### src/rtl/b64_pkg.sv
// Shared constants, result codes and character classification for the Base64 decoder.
// No dependencies; every other file in rtl/ refers to it by scoped names.
`default_nettype none

package b64_pkg;

    localparam int CMD_W    = 1;
    localparam int CHAR_W   = 8;
    localparam int KIND_W   = 2;
    localparam int BYTE_W   = 8;
    localparam int SEXTET_W = 6;
    localparam int MAX_RES  = 3;

    typedef logic [KIND_W-1:0]   kind_t;
    typedef logic [CHAR_W-1:0]   char_t;
    typedef logic [SEXTET_W-1:0] sextet_t;

    localparam kind_t KIND_DATA = 2'd0;
    localparam kind_t KIND_OK   = 2'd1;
    localparam kind_t KIND_BAD  = 2'd2;

    localparam logic [CMD_W-1:0] CMD_CHAR = 1'b0;
    localparam logic [CMD_W-1:0] CMD_END  = 1'b1;

    localparam char_t PAD_CHAR = 8'h3D;

    typedef struct packed {
        logic    hit;
        sextet_t value;
    } sextet_lookup_t;

    // Map a character of the standard alphabet to its sextet.
    function automatic sextet_lookup_t sextet_of(input char_t c);
        sextet_lookup_t r;
        r.hit   = 1'b1;
        r.value = '0;
        if (c inside {[8'h41:8'h5A]})
            r.value = SEXTET_W'(c - 8'h41);
        else if (c inside {[8'h61:8'h7A]})
            r.value = SEXTET_W'(c - 8'h61 + 8'd26);
        else if (c inside {[8'h30:8'h39]})
            r.value = SEXTET_W'(c - 8'h30 + 8'd52);
        else if (c == 8'h2B)
            r.value = 6'd62;
        else if (c == 8'h2F)
            r.value = 6'd63;
        else
            r.hit = 1'b0;
        return r;
    endfunction

    function automatic logic is_blank(input char_t c);
        return (c inside {[8'h09:8'h0D], 8'h20});
    endfunction

endpackage

`default_nettype wire

### src/rtl/b64_text_if.sv
// Request channel carrying one text character or an end-of-text marker.
// Depends on b64_pkg for field widths.
`default_nettype none

interface b64_text_if;
    logic                        valid;
    logic                        ready;
    logic [b64_pkg::CMD_W-1:0]   command;
    logic [b64_pkg::CHAR_W-1:0]  text_char;

    modport source (output valid, command, text_char, input ready);
    modport sink   (input valid, command, text_char, output ready);
endinterface

`default_nettype wire

### src/rtl/b64_result_if.sv
// Request channel carrying one decoded byte or a final status.
// Depends on b64_pkg for field widths.
`default_nettype none

interface b64_result_if;
    logic                        valid;
    logic                        ready;
    logic [b64_pkg::KIND_W-1:0]  kind;
    logic [b64_pkg::BYTE_W-1:0]  data_byte;
    logic                        last;

    modport source (output valid, kind, data_byte, last, input ready);
    modport sink   (input valid, kind, data_byte, last, output ready);
endinterface

`default_nettype wire

### src/rtl/base64_stream_decoder.sv
// Lenient Base64 decoder, standard alphabet, one character per request.
// Depends on b64_pkg, b64_text_if and b64_result_if.
//
//  channel | direction | payload                      | handshake
//  text    | sink      | command, text_char           | valid/ready
//  result  | source    | kind, data_byte, last        | valid/ready
//
// A text request is decoded in the cycle it is taken; its 0..3 results land in
// a small result register and leave one per cycle while the result port is ready.
// A new request is taken when the result register is empty or its last entry
// is being taken, so each request waits for all results of the one before it.
// Reset clears the group state, the sticky error and the result count and index.
// A stalled result port holds its entry and blocks text until the last entry is taken.
`default_nettype none

module base64_stream_decoder (
    input  wire logic         clk,
    input  wire logic         rst_n,
    b64_text_if.sink          text,
    b64_result_if.source      result
);

    localparam int CNT_W = $clog2(b64_pkg::MAX_RES + 1);
    localparam int IDX_W = $clog2(b64_pkg::MAX_RES);

    // Group state
    b64_pkg::sextet_t  sextet_reg [3];
    b64_pkg::sextet_t  sextet_next [3];
    logic [1:0]        group_cnt_reg, group_cnt_next;
    logic [1:0]        pad_cnt_reg, pad_cnt_next;
    logic              padded_reg, padded_next;
    logic              err_reg, err_next;

    // Result register
    b64_pkg::kind_t    res_kind_reg [b64_pkg::MAX_RES];
    logic [7:0]        res_byte_reg [b64_pkg::MAX_RES];
    b64_pkg::kind_t    res_kind_next [b64_pkg::MAX_RES];
    logic [7:0]        res_byte_next [b64_pkg::MAX_RES];
    logic [CNT_W-1:0]  rem_reg;
    logic [IDX_W-1:0]  pos_reg;
    logic [CNT_W-1:0]  res_cnt;

    logic              text_fire;
    logic              result_fire;

    b64_pkg::sextet_lookup_t lookup;
    b64_pkg::sextet_t        sextet_val;
    logic [7:0]              byte0, byte1;

    assign result_fire = result.valid && result.ready;
    assign text.ready  = (rem_reg == '0) || ((rem_reg == CNT_W'(1)) && result.ready);
    assign text_fire   = text.valid && text.ready;

    assign result.valid     = (rem_reg != '0);
    assign result.kind      = res_kind_reg[pos_reg];
    assign result.data_byte = res_byte_reg[pos_reg];
    assign result.last      = (rem_reg == CNT_W'(1));

    assign lookup = b64_pkg::sextet_of(text.text_char);

    always_comb
    begin
        sextet_next    = sextet_reg;
        group_cnt_next = group_cnt_reg;
        pad_cnt_next   = pad_cnt_reg;
        padded_next    = padded_reg;
        err_next       = err_reg;
        res_cnt        = '0;
        sextet_val     = lookup.value;
        for (int i = 0; i < b64_pkg::MAX_RES; i++)
        begin
            res_kind_next[i] = b64_pkg::KIND_DATA;
            res_byte_next[i] = '0;
        end

        if (text.command == b64_pkg::CMD_END)
        begin
            if (err_reg || group_cnt_reg == 2'd1)
            begin
                res_kind_next[0] = b64_pkg::KIND_BAD;
                res_cnt          = CNT_W'(1);
            end
            else
            begin
                case (group_cnt_reg)
                    2'd2:
                    begin
                        res_byte_next[0] = byte0;
                        res_kind_next[1] = b64_pkg::KIND_OK;
                        res_cnt          = CNT_W'(2);
                    end
                    2'd3:
                    begin
                        res_byte_next[0] = byte0;
                        res_byte_next[1] = byte1;
                        res_kind_next[2] = b64_pkg::KIND_OK;
                        res_cnt          = CNT_W'(3);
                    end
                    default:
                    begin
                        res_kind_next[0] = b64_pkg::KIND_OK;
                        res_cnt          = CNT_W'(1);
                    end
                endcase
            end
            for (int i = 0; i < 3; i++)
                sextet_next[i] = '0;
            group_cnt_next = '0;
            pad_cnt_next   = '0;
            padded_next    = 1'b0;
            err_next       = 1'b0;
        end
        else if (!(err_reg || b64_pkg::is_blank(text.text_char)))
        begin
            if (padded_reg)
                err_next = 1'b1;
            else if (text.text_char == b64_pkg::PAD_CHAR && pad_cnt_reg >= 2'd2)
                err_next = 1'b1;
            else if (text.text_char != b64_pkg::PAD_CHAR && !lookup.hit)
                err_next = 1'b1;
            else
            begin
                if (text.text_char == b64_pkg::PAD_CHAR)
                begin
                    pad_cnt_next = pad_cnt_reg + 2'd1;
                    sextet_val   = '0;
                end
                if (group_cnt_reg != 2'd3)
                begin
                    sextet_next[group_cnt_reg] = sextet_val;
                    group_cnt_next             = group_cnt_reg + 2'd1;
                end
                else
                begin
                    // Group complete: pads drop bytes from the tail
                    res_byte_next[0] = byte0;
                    res_byte_next[1] = byte1;
                    res_byte_next[2] = {sextet_reg[2][1:0], sextet_val};
                    res_cnt          = CNT_W'(3) - CNT_W'(pad_cnt_next);
                    padded_next      = (pad_cnt_next != 2'd0);
                    group_cnt_next   = '0;
                    pad_cnt_next     = '0;
                end
            end
        end
    end

    assign byte0 = {sextet_reg[0], sextet_reg[1][5:4]};
    assign byte1 = {sextet_reg[1][3:0], sextet_reg[2][5:2]};

    always_ff @(posedge clk or negedge rst_n)
    begin
        if (!rst_n)
        begin
            for (int i = 0; i < 3; i++)
                sextet_reg[i] <= '0;
            group_cnt_reg <= '0;
            pad_cnt_reg   <= '0;
            padded_reg    <= 1'b0;
            err_reg       <= 1'b0;
            rem_reg       <= '0;
            pos_reg       <= '0;
        end
        else
        begin
            if (text_fire)
            begin
                sextet_reg    <= sextet_next;
                group_cnt_reg <= group_cnt_next;
                pad_cnt_reg   <= pad_cnt_next;
                padded_reg    <= padded_next;
                err_reg       <= err_next;
                rem_reg       <= res_cnt;
                pos_reg       <= '0;
            end
            else if (result_fire)
            begin
                rem_reg <= rem_reg - CNT_W'(1);
                pos_reg <= pos_reg + IDX_W'(1);
            end
        end
    end

    always_ff @(posedge clk)
    begin
        if (text_fire)
        begin
            res_kind_reg <= res_kind_next;
            res_byte_reg <= res_byte_next;
        end
    end

    // Head and remaining count never run past the result register
    a_res_bound: assert property (@(posedge clk) disable iff (!rst_n)
        result.valid |-> ({1'b0, pos_reg} + {1'b0, rem_reg}) <= 3'(b64_pkg::MAX_RES))
        else $error("result register index overrun");

    a_end_clears: assert property (@(posedge clk) disable iff (!rst_n)
        text_fire && text.command == b64_pkg::CMD_END |=>
            group_cnt_reg == 2'd0 && pad_cnt_reg == 2'd0 && !padded_reg && !err_reg)
        else $error("end of text left group state behind");

    a_err_sticky: assert property (@(posedge clk) disable iff (!rst_n)
        err_reg && !(text_fire && text.command == b64_pkg::CMD_END) |=> err_reg)
        else $error("sticky error dropped without end of text");

    a_pad_limit: assert property (@(posedge clk) disable iff (!rst_n)
        pad_cnt_reg != 2'd3 && !(padded_reg && group_cnt_reg != 2'd0))
        else $error("pad bookkeeping out of range");

    a_end_result: assert property (@(posedge clk) disable iff (!rst_n)
        text_fire && text.command == b64_pkg::CMD_END |=> result.valid)
        else $error("end of text gave no status");

endmodule

`default_nettype wire
### src/flat_wrapper.sv
// flat-port wrapper written by rule: the top's interface ports become plain ports
module base64_stream_decoder_flat 
  (clk, rst_n, text_valid, text_command, text_text_char, text_ready, result_valid, result_kind, result_data_byte, result_last, result_ready);
  b64_text_if text_i ();
  b64_result_if result_i ();
  input  wire logic clk;
  input  wire logic rst_n;
  input wire logic [$bits(text_i.valid)-1:0] text_valid;
  input wire logic [$bits(text_i.command)-1:0] text_command;
  input wire logic [$bits(text_i.text_char)-1:0] text_text_char;
  output wire logic [$bits(text_i.ready)-1:0] text_ready;
  output wire logic [$bits(result_i.valid)-1:0] result_valid;
  output wire logic [$bits(result_i.kind)-1:0] result_kind;
  output wire logic [$bits(result_i.data_byte)-1:0] result_data_byte;
  output wire logic [$bits(result_i.last)-1:0] result_last;
  input wire logic [$bits(result_i.ready)-1:0] result_ready;
  assign text_i.valid = text_valid;
  assign text_i.command = text_command;
  assign text_i.text_char = text_text_char;
  assign text_ready = text_i.ready;
  assign result_valid = result_i.valid;
  assign result_kind = result_i.kind;
  assign result_data_byte = result_i.data_byte;
  assign result_last = result_i.last;
  assign result_i.ready = result_ready;
  base64_stream_decoder u_core (.clk(clk), .rst_n(rst_n), .text(text_i), .result(result_i));
endmodule
### config.mk
export PLATFORM = sky130hd
export DESIGN_NAME = base64_stream_decoder_flat
export DESIGN_NICKNAME = d
export VERILOG_FILES = /design/src/rtl/b64_pkg.sv /design/src/rtl/b64_text_if.sv /design/src/rtl/b64_result_if.sv /design/src/rtl/base64_stream_decoder.sv /design/src/flat_wrapper.sv
export SDC_FILE = /design/constraint.sdc
export NUM_CORES = 1
export LEC_CHECK = 0
export CORE_MARGIN = 4
export CORE_UTILIZATION = 35
export CTS_CLUSTER_DIAMETER = 30
export DETAILED_ROUTE_END_ITERATION = 7
export DONT_BUFFER_PORTS = 1
export SLEW_MARGIN = 15
export SYNTH_ARGS = -nofsm -noshare
export SYNTH_HDL_FRONTEND = slang
export SYNTH_SLANG_ARGS = --single-unit
### constraint.sdc
create_clock -name clk -period 2.85 [get_ports clk]
set_input_delay 0.855 -clock clk [delete_from_list [all_inputs] [get_ports clk]]
set_output_delay 0.855 -clock clk [all_outputs]
set_load 0.05 [all_outputs]
==> impl_metrics.tcl, run 1 <==
set metrics [dict create \
    multi_input_area_sq_um 1780 \
    die_h_um 107 \
    drv_slew 0 \
    p_sw_share_pct 43.7 \
    post_cts_buffers 0 \
    viasPerCell 5.25 \
    timing.rr.start "u_core.pad_cnt_reg[0]" \
    r2r_setup_slack_ns 0.45 \
    period_share_pct 88.2 \
    power.density_nw_per_um2 769 \
    die_area_sq_um 11500 \
    crit_path_top_delay_cell "a211oi_2" \
    clk_latency_ns 0.31 \
    ant_nets 0 \
    start_util_pct 35.7 \
    reg2reg_to "u_core.res_byte_reg[1]" \
    cts_sinks 56 \
    ios 26 \
    path_cells "inv_1 > ha_1 > nand2b_1 > a211oi_2 > buf_4 > nor3_1 > a32oi_1 > nor3b_1 > buf_4" \
    p_leak_nw 1.47 \
    largest_reg_flops 24 \
    irDropWorstVdd_uv 280 \
    synth.net_count 348 \
    htreeDepth 2 \
    async_flop_share_pct 50.0 \
    core_sq_um 9680 \
    dp_hpwl_um 5760 \
    clockBufferDepth 2 \
    synth-seq-cells 56 \
    holdWs_ns 0.224 \
    ys_seq_area_share_pct 44.6 \
    r2r_cells 9 \
    maxSlewHeadroom_pct 65.2 \
    rsz0062_at_grt "false" \
    rows 36 \
    critPathLaunchType "primary input" \
    grt_pass1_wl_um 12900 \
    drive_above_1_share_pct 19.9 \
    grt-ovfl-total 0 \
    synth_cells 319 \
    wire_per_inst_um 15.7 \
    path_max_fanout 7 \
    worst_ep_required_time_ns 3.05 \
    grt_start_max_net_pins 30 \
    synth_ff_type "edfxtp_1" \
    worstMarginPinSlew_ns 0.519 \
    crit_path_max_incr_delay_ns 0.35 \
    post-place-ws_ns -0.00270 \
    antenna_found_initial 0 \
    power_frac_comb_pct 47.4 \
    path_common_cell "buf_4" \
    cts_hold_buf 0 \
    cts_made_buffers 5 \
    synth_area_sq_um 3460 \
    gp_congestion 0.881 \
    worst-setup-path-type "primary input to flip-flop" \
    hold_viol_final 0 \
    cts_root_buf "clkbuf_8" \
    num_antenna_cells 0 \
    ys_types 69 \
    pwr-share-clk_pct 15.2 \
    grt.total_usage_pct 13.8 \
    crit_start "text_text_char[1]" \
    yosys_warnings 0 \
    die_width_um 107 \
    crit_path_end_kind "flip-flop" \
    yosys.area.top_type_share_pct 24.3 \
    dr_total_vias 2522 \
    min_period_ns 2.52 \
    synth_common_cells "dfrtp_1 (28), edfxtp_1 (28), nand2_1 (24), nor2b_1 (19), o21ai_0 (19)" \
    fill_cells 943 \
    portBuffers 0 \
    clkTransAtPathRegs_ns 0.11 \
    p_sw_mw 1.31 \
    drv_cap 0 \
    nets 375 \
    power_mw 2.99 \
    drc_errors 0 \
    grt_pass1_vias 2495 \
    cts_tree "done" \
    clock_skew_ns 0.0108 \
    status "finished, final reports clean" \
    drtIter0Drc 171 \
    syn_area_per_cell_sq_um 10.8 \
    synth_area_leaders "edfxtp_1 (24%), dfrtp_1 (20%), ha_1 (5.8%)" \
    max_freq_ghz 0.398 \
    fin_tns_setup_ns 0 \
    dr.pass1.iters 4 \
    finalSetupViolations 0 \
    area_growth_pct 12.3 \
    internal-power_mw 1.68 \
    seq_area_sq_um 1540 \
    netlist.top_cell.by_area "edfxtp_1" \
    worstPathArrival_ns 2.71 \
    p_seq_share_pct 37.5 \
    synth_enable_flop_cells 28 \
    ctsResizeCount 0 \
    setup_slack_ns 0.335 \
    hp-class "primary input to asynchronous set/reset pin" \
    routed_wl_um 7550 \
]
==> layout by cell type, fill, tap and decap left out, types with 3 or more instances in the layout <==
master,netlist,final
a21oi_1,8,8
a22o_1,3,3
a22oi_1,4,4
a31oi_1,3,3
a41oi_2,3,3
and3_1,4,4
buf_4,2,31
clkbuf_8,1,5
dfrtp_1,28,28
edfxtp_1,28,28
ha_1,16,16
inv_1,16,15
mux2i_1,10,10
nand2_1,24,24
nand2b_1,4,4
nand3_1,9,9
nand4_1,3,3
nor2_1,14,14
nor2b_1,19,19
nor3_1,7,7
nor3_2,4,4
nor3b_1,4,3
o2111ai_1,4,4
o211ai_1,5,5
o21ai_0,19,10
o21ai_1,2,11
o2bb2ai_1,15,15
xnor2_1,3,3
==> through the flow <==
stage / util, % / area [sq um] / instances
2_1_floorplan: - / 3460 / 319
3_3_place_gp: 39.1 / 3790 / 472
3_5_place_dp: 39.1 / 3790 / 472
4_1_cts: 40.1 / 3880 / 480
5_1_grt: 40.1 / 3880 / 480
6_report: 40.1 / 3880 / 480
==> cell type report <==
cell class / instances / share of cell area, %
multi-input combinational: 235 / 45.8
sequential: 56 / 39.7
timing repair buffer: 31 / 5.99
tap: 133 / 4.28
clock buffer: 5 / 1.77
inverter: 17 / 1.74
clock inverter: 3 / 0.709
==> worst max-delay path by stage <==
stage,to,slack (ns)
3_3_place_gp,u_core.res_byte_reg[1],0.04
5_1_grt,u_core.res_byte_reg[1],0.19
2_1_floorplan,result_kind[1],0.03
3_5_place_dp,u_core.res_byte_reg[1],-0.003
4_1_cts,u_core.res_byte_reg[1],0.32
6_report,u_core.res_byte_reg[1],0.33
==> power groups by stage <==
stage / sequential, mW / clock [mW] / combinational (mW)
2_1_floorplan: 1.10 / 0 / 1.07
3_3_place_gp: 1.13 / 0 / 1.41
3_5_place_dp: 1.14 / 0 / 1.43
4_1_cts: 1.12 / 0.468 / 1.43
5_1_grt: 1.14 / 0.497 / 1.54
6_report: 1.12 / 0.453 / 1.41
==> critical path, delay by kind of cell <==
kind	cells	cell delay, ns
AND/OR/NAND/NOR	3	0.61
AO/OA/AOI/OAI	2	0.58
buffers and inverters	3	0.40
adder cells (fa/ha/maj)	1	0.27
==> cell families after synthesis <==
family          Yosys count  synth area share, %
fa+ha+maj                16                 5.79
mux                      12                 3.54
buf+inv                  28                 4.19
xor+xnor                  5                 1.27
compound gates           90                 20.5
simple gates            112                 20.1
flops                    56                 44.6
==> per-layer routing <==
metal  routed length [um]  global-route usage [%]  up-vias  part of all wire (%)
met5                    0                       0        -                     0
li1                     -                       -     1257                     -
met2                 3470                    22.5       58                    46
met4                  157                    3.88        0                   2.1
met3                  302                    2.10       12                   4.0
met1                 3610                    19.3     1195                    48
No activity file was read; power rests on OpenSTA's default activity.
==> inputs of run 2 (changes only) <==
--- a/config.mk
+++ b/config.mk
@@ -5,11 +5,11 @@
 export SDC_FILE = /design/constraint.sdc
 export NUM_CORES = 1
 export LEC_CHECK = 0
-export CORE_MARGIN = 4
-export CORE_UTILIZATION = 35
+export CORE_UTILIZATION = 65
 export CTS_CLUSTER_DIAMETER = 30
 export DETAILED_ROUTE_END_ITERATION = 7
 export DONT_BUFFER_PORTS = 1
+export PLACE_DENSITY = 0.81
 export SLEW_MARGIN = 15
 export SYNTH_ARGS = -nofsm -noshare
 export SYNTH_HDL_FRONTEND = slang
==> constraint.sdc (replaced) <==
create_clock -name clk -period 3.15 [get_ports clk]
set_input_delay 0.945 -clock clk [delete_from_list [all_inputs] [get_ports clk]]
set_output_delay 0.945 -clock clk [all_outputs]
set_load 0.05 [all_outputs]
==> impl_metrics.tcl, run 2 (same netlist as run 1, synthesis figures left out) <==
set metrics [dict create \
    drive_above_1_share_pct 16.9 \
    viasPerCell 6.31 \
    die_width_um 75.0 \
    clock_skew_ns 0.00904 \
    wl_met2_um 3680 \
    cts_made_buffers 5 \
    clk_latency_ns 0.31 \
    finalSetupViolations 0 \
    status "finished, final reports clean" \
    cts_root_buf "clkbuf_8" \
    critPathLaunchType "flip-flop" \
    power.density_nw_per_um2 739 \
    place_area_sq_um 3630 \
    post_cts_buffers 0 \
    cts_sinks 56 \
    grt_pass1_vias 2465 \
    ios 26 \
    grt.total_usage_pct 29.6 \
    drt-met1-wl_um 3500 \
    grt-ovfl-total 0 \
    p_leak_nw 1.43 \
    irDropWorstVdd_uv 737 \
    drtIter0Drc 218 \
    grt_pass1_wl_um 12000 \
    stdcell_count 407 \
    dp.cells 399 \
    final_cell_mix "dfrtp_1 (28), edfxtp_1 (28), nand2_1 (24)" \
    fill_cells 390 \
    top_layer "met4" \
    fin_tns_setup_ns 0 \
    crit_path_end_kind "output pin" \
    worst_ep_required_time_ns 2.20 \
    cts_tree "done" \
    antenna_found_initial 0 \
    die_h_um 75.0 \
    setup_slack_ns 0.392 \
    die_area_sq_um 5620 \
    core_sq_um 5110 \
    portBuffers 0 \
    num_antenna_cells 0 \
    min_period_ns 2.76 \
    worst-setup-path-type "flip-flop to output pin" \
    drc_errors 0 \
    clkTransAtPathRegs_ns 0.10 \
    dr.pass1.iters 4 \
    worstMarginPinSlew_ns 0.482 \
    htreeDepth 2 \
    rsz0062_at_grt "false" \
    final_area_sq_um 3740 \
    hp-class "primary input to asynchronous set/reset pin" \
    routed_wl_um 7650 \
    wl_met3_um 335 \
    gp_congestion 0.945 \
    start_util_pct 67.7 \
    drv_slew 0 \
    largest_reg_flops 24 \
    nets 365 \
    dp_hpwl_um 5580 \
    worstPathArrival_ns 1.81 \
    drv_cap 0 \
    hold_viol_final 0 \
    rows 26 \
    path_max_fanout 13 \
    cts_hold_buf 0 \
    dr_total_vias 2567 \
    post-place-ws_ns 0.122 \
    ctsResizeCount 0 \
    period_share_pct 87.6 \
    max_freq_ghz 0.363 \
    area_growth_pct 8.21 \
    wire_per_inst_um 18.8 \
    maxSlewHeadroom_pct 66.9 \
    grt_start_max_net_pins 30 \
    clockBufferDepth 2 \
    ant_nets 0 \
]
run 2: path summary, 6_finish.rpt:
check / from / slack, ns / depth (start not counted) / end
worst max-delay path: u_core.pos_reg[1] / 0.39 / 5 / result_data_byte[7]
worst min-delay path: rst_n / 0.31 / 0 / u_core.byte0[1]
worst max register to register: u_core.rem_reg[1] / 0.77 / 8 / u_core.byte1[0]
worst min register to register: u_core.sextet_reg[0] / 0.50 / 1 / u_core.sextet_reg[0]
max in group asynchronous: rst_n / 2.75 / 0 / u_core.byte1[3]
min in group clk: u_core.sextet_reg[0] / 0.50 / 1 / u_core.sextet_reg[0]
run 2: stage by stage:
stage / power (mW) / util (%) / hold WS, ns
after floorplan: 1.96 / - / 0.448
after global placement: 2.26 / 71.1 / 0.472
after detailed placement: 2.30 / 71.1 / 0.470
after CTS: 2.76 / 73.3 / 0.308
after global routing: 2.90 / 73.3 / 0.297
final: 2.77 / 73.3 / 0.311
run 2: per-layer routing:
layer  vias to the layer above  GRT usage [%]
li1                       1231              -
met1                      1257           40.3
met2                        67           49.1
met3                        12           4.69
met4                         0           8.60
met5                         -              0
run 2: layout make-up:
cell class                      count  area (sq um)  area share [%]
Inverter                           17          67.6            1.80
Tap cell                           70          87.6            2.34
Clock inverter                      2          38.8            1.04
Multi-Input combinational cell    235          1780            47.5
Clock buffer                        6          72.6            1.94
Sequential cell                    56          1540            41.2
Timing Repair Buffer               21           158            4.21
run 2: report_power, final:
group | switching [mW] | internal (mW)
Clock | 0.238 | 0.241
Combinational | 0.858 | 0.402
Sequential | 0.0900 | 0.937
run 2: critical path, cell delays in order (launching register included):
cell and delay, ns:
dfrtp_1 0.65, nor2b_1 0.23, buf_4 0.20, nand2_1 0.08
o21ai_1 0.10, buf_4 0.23
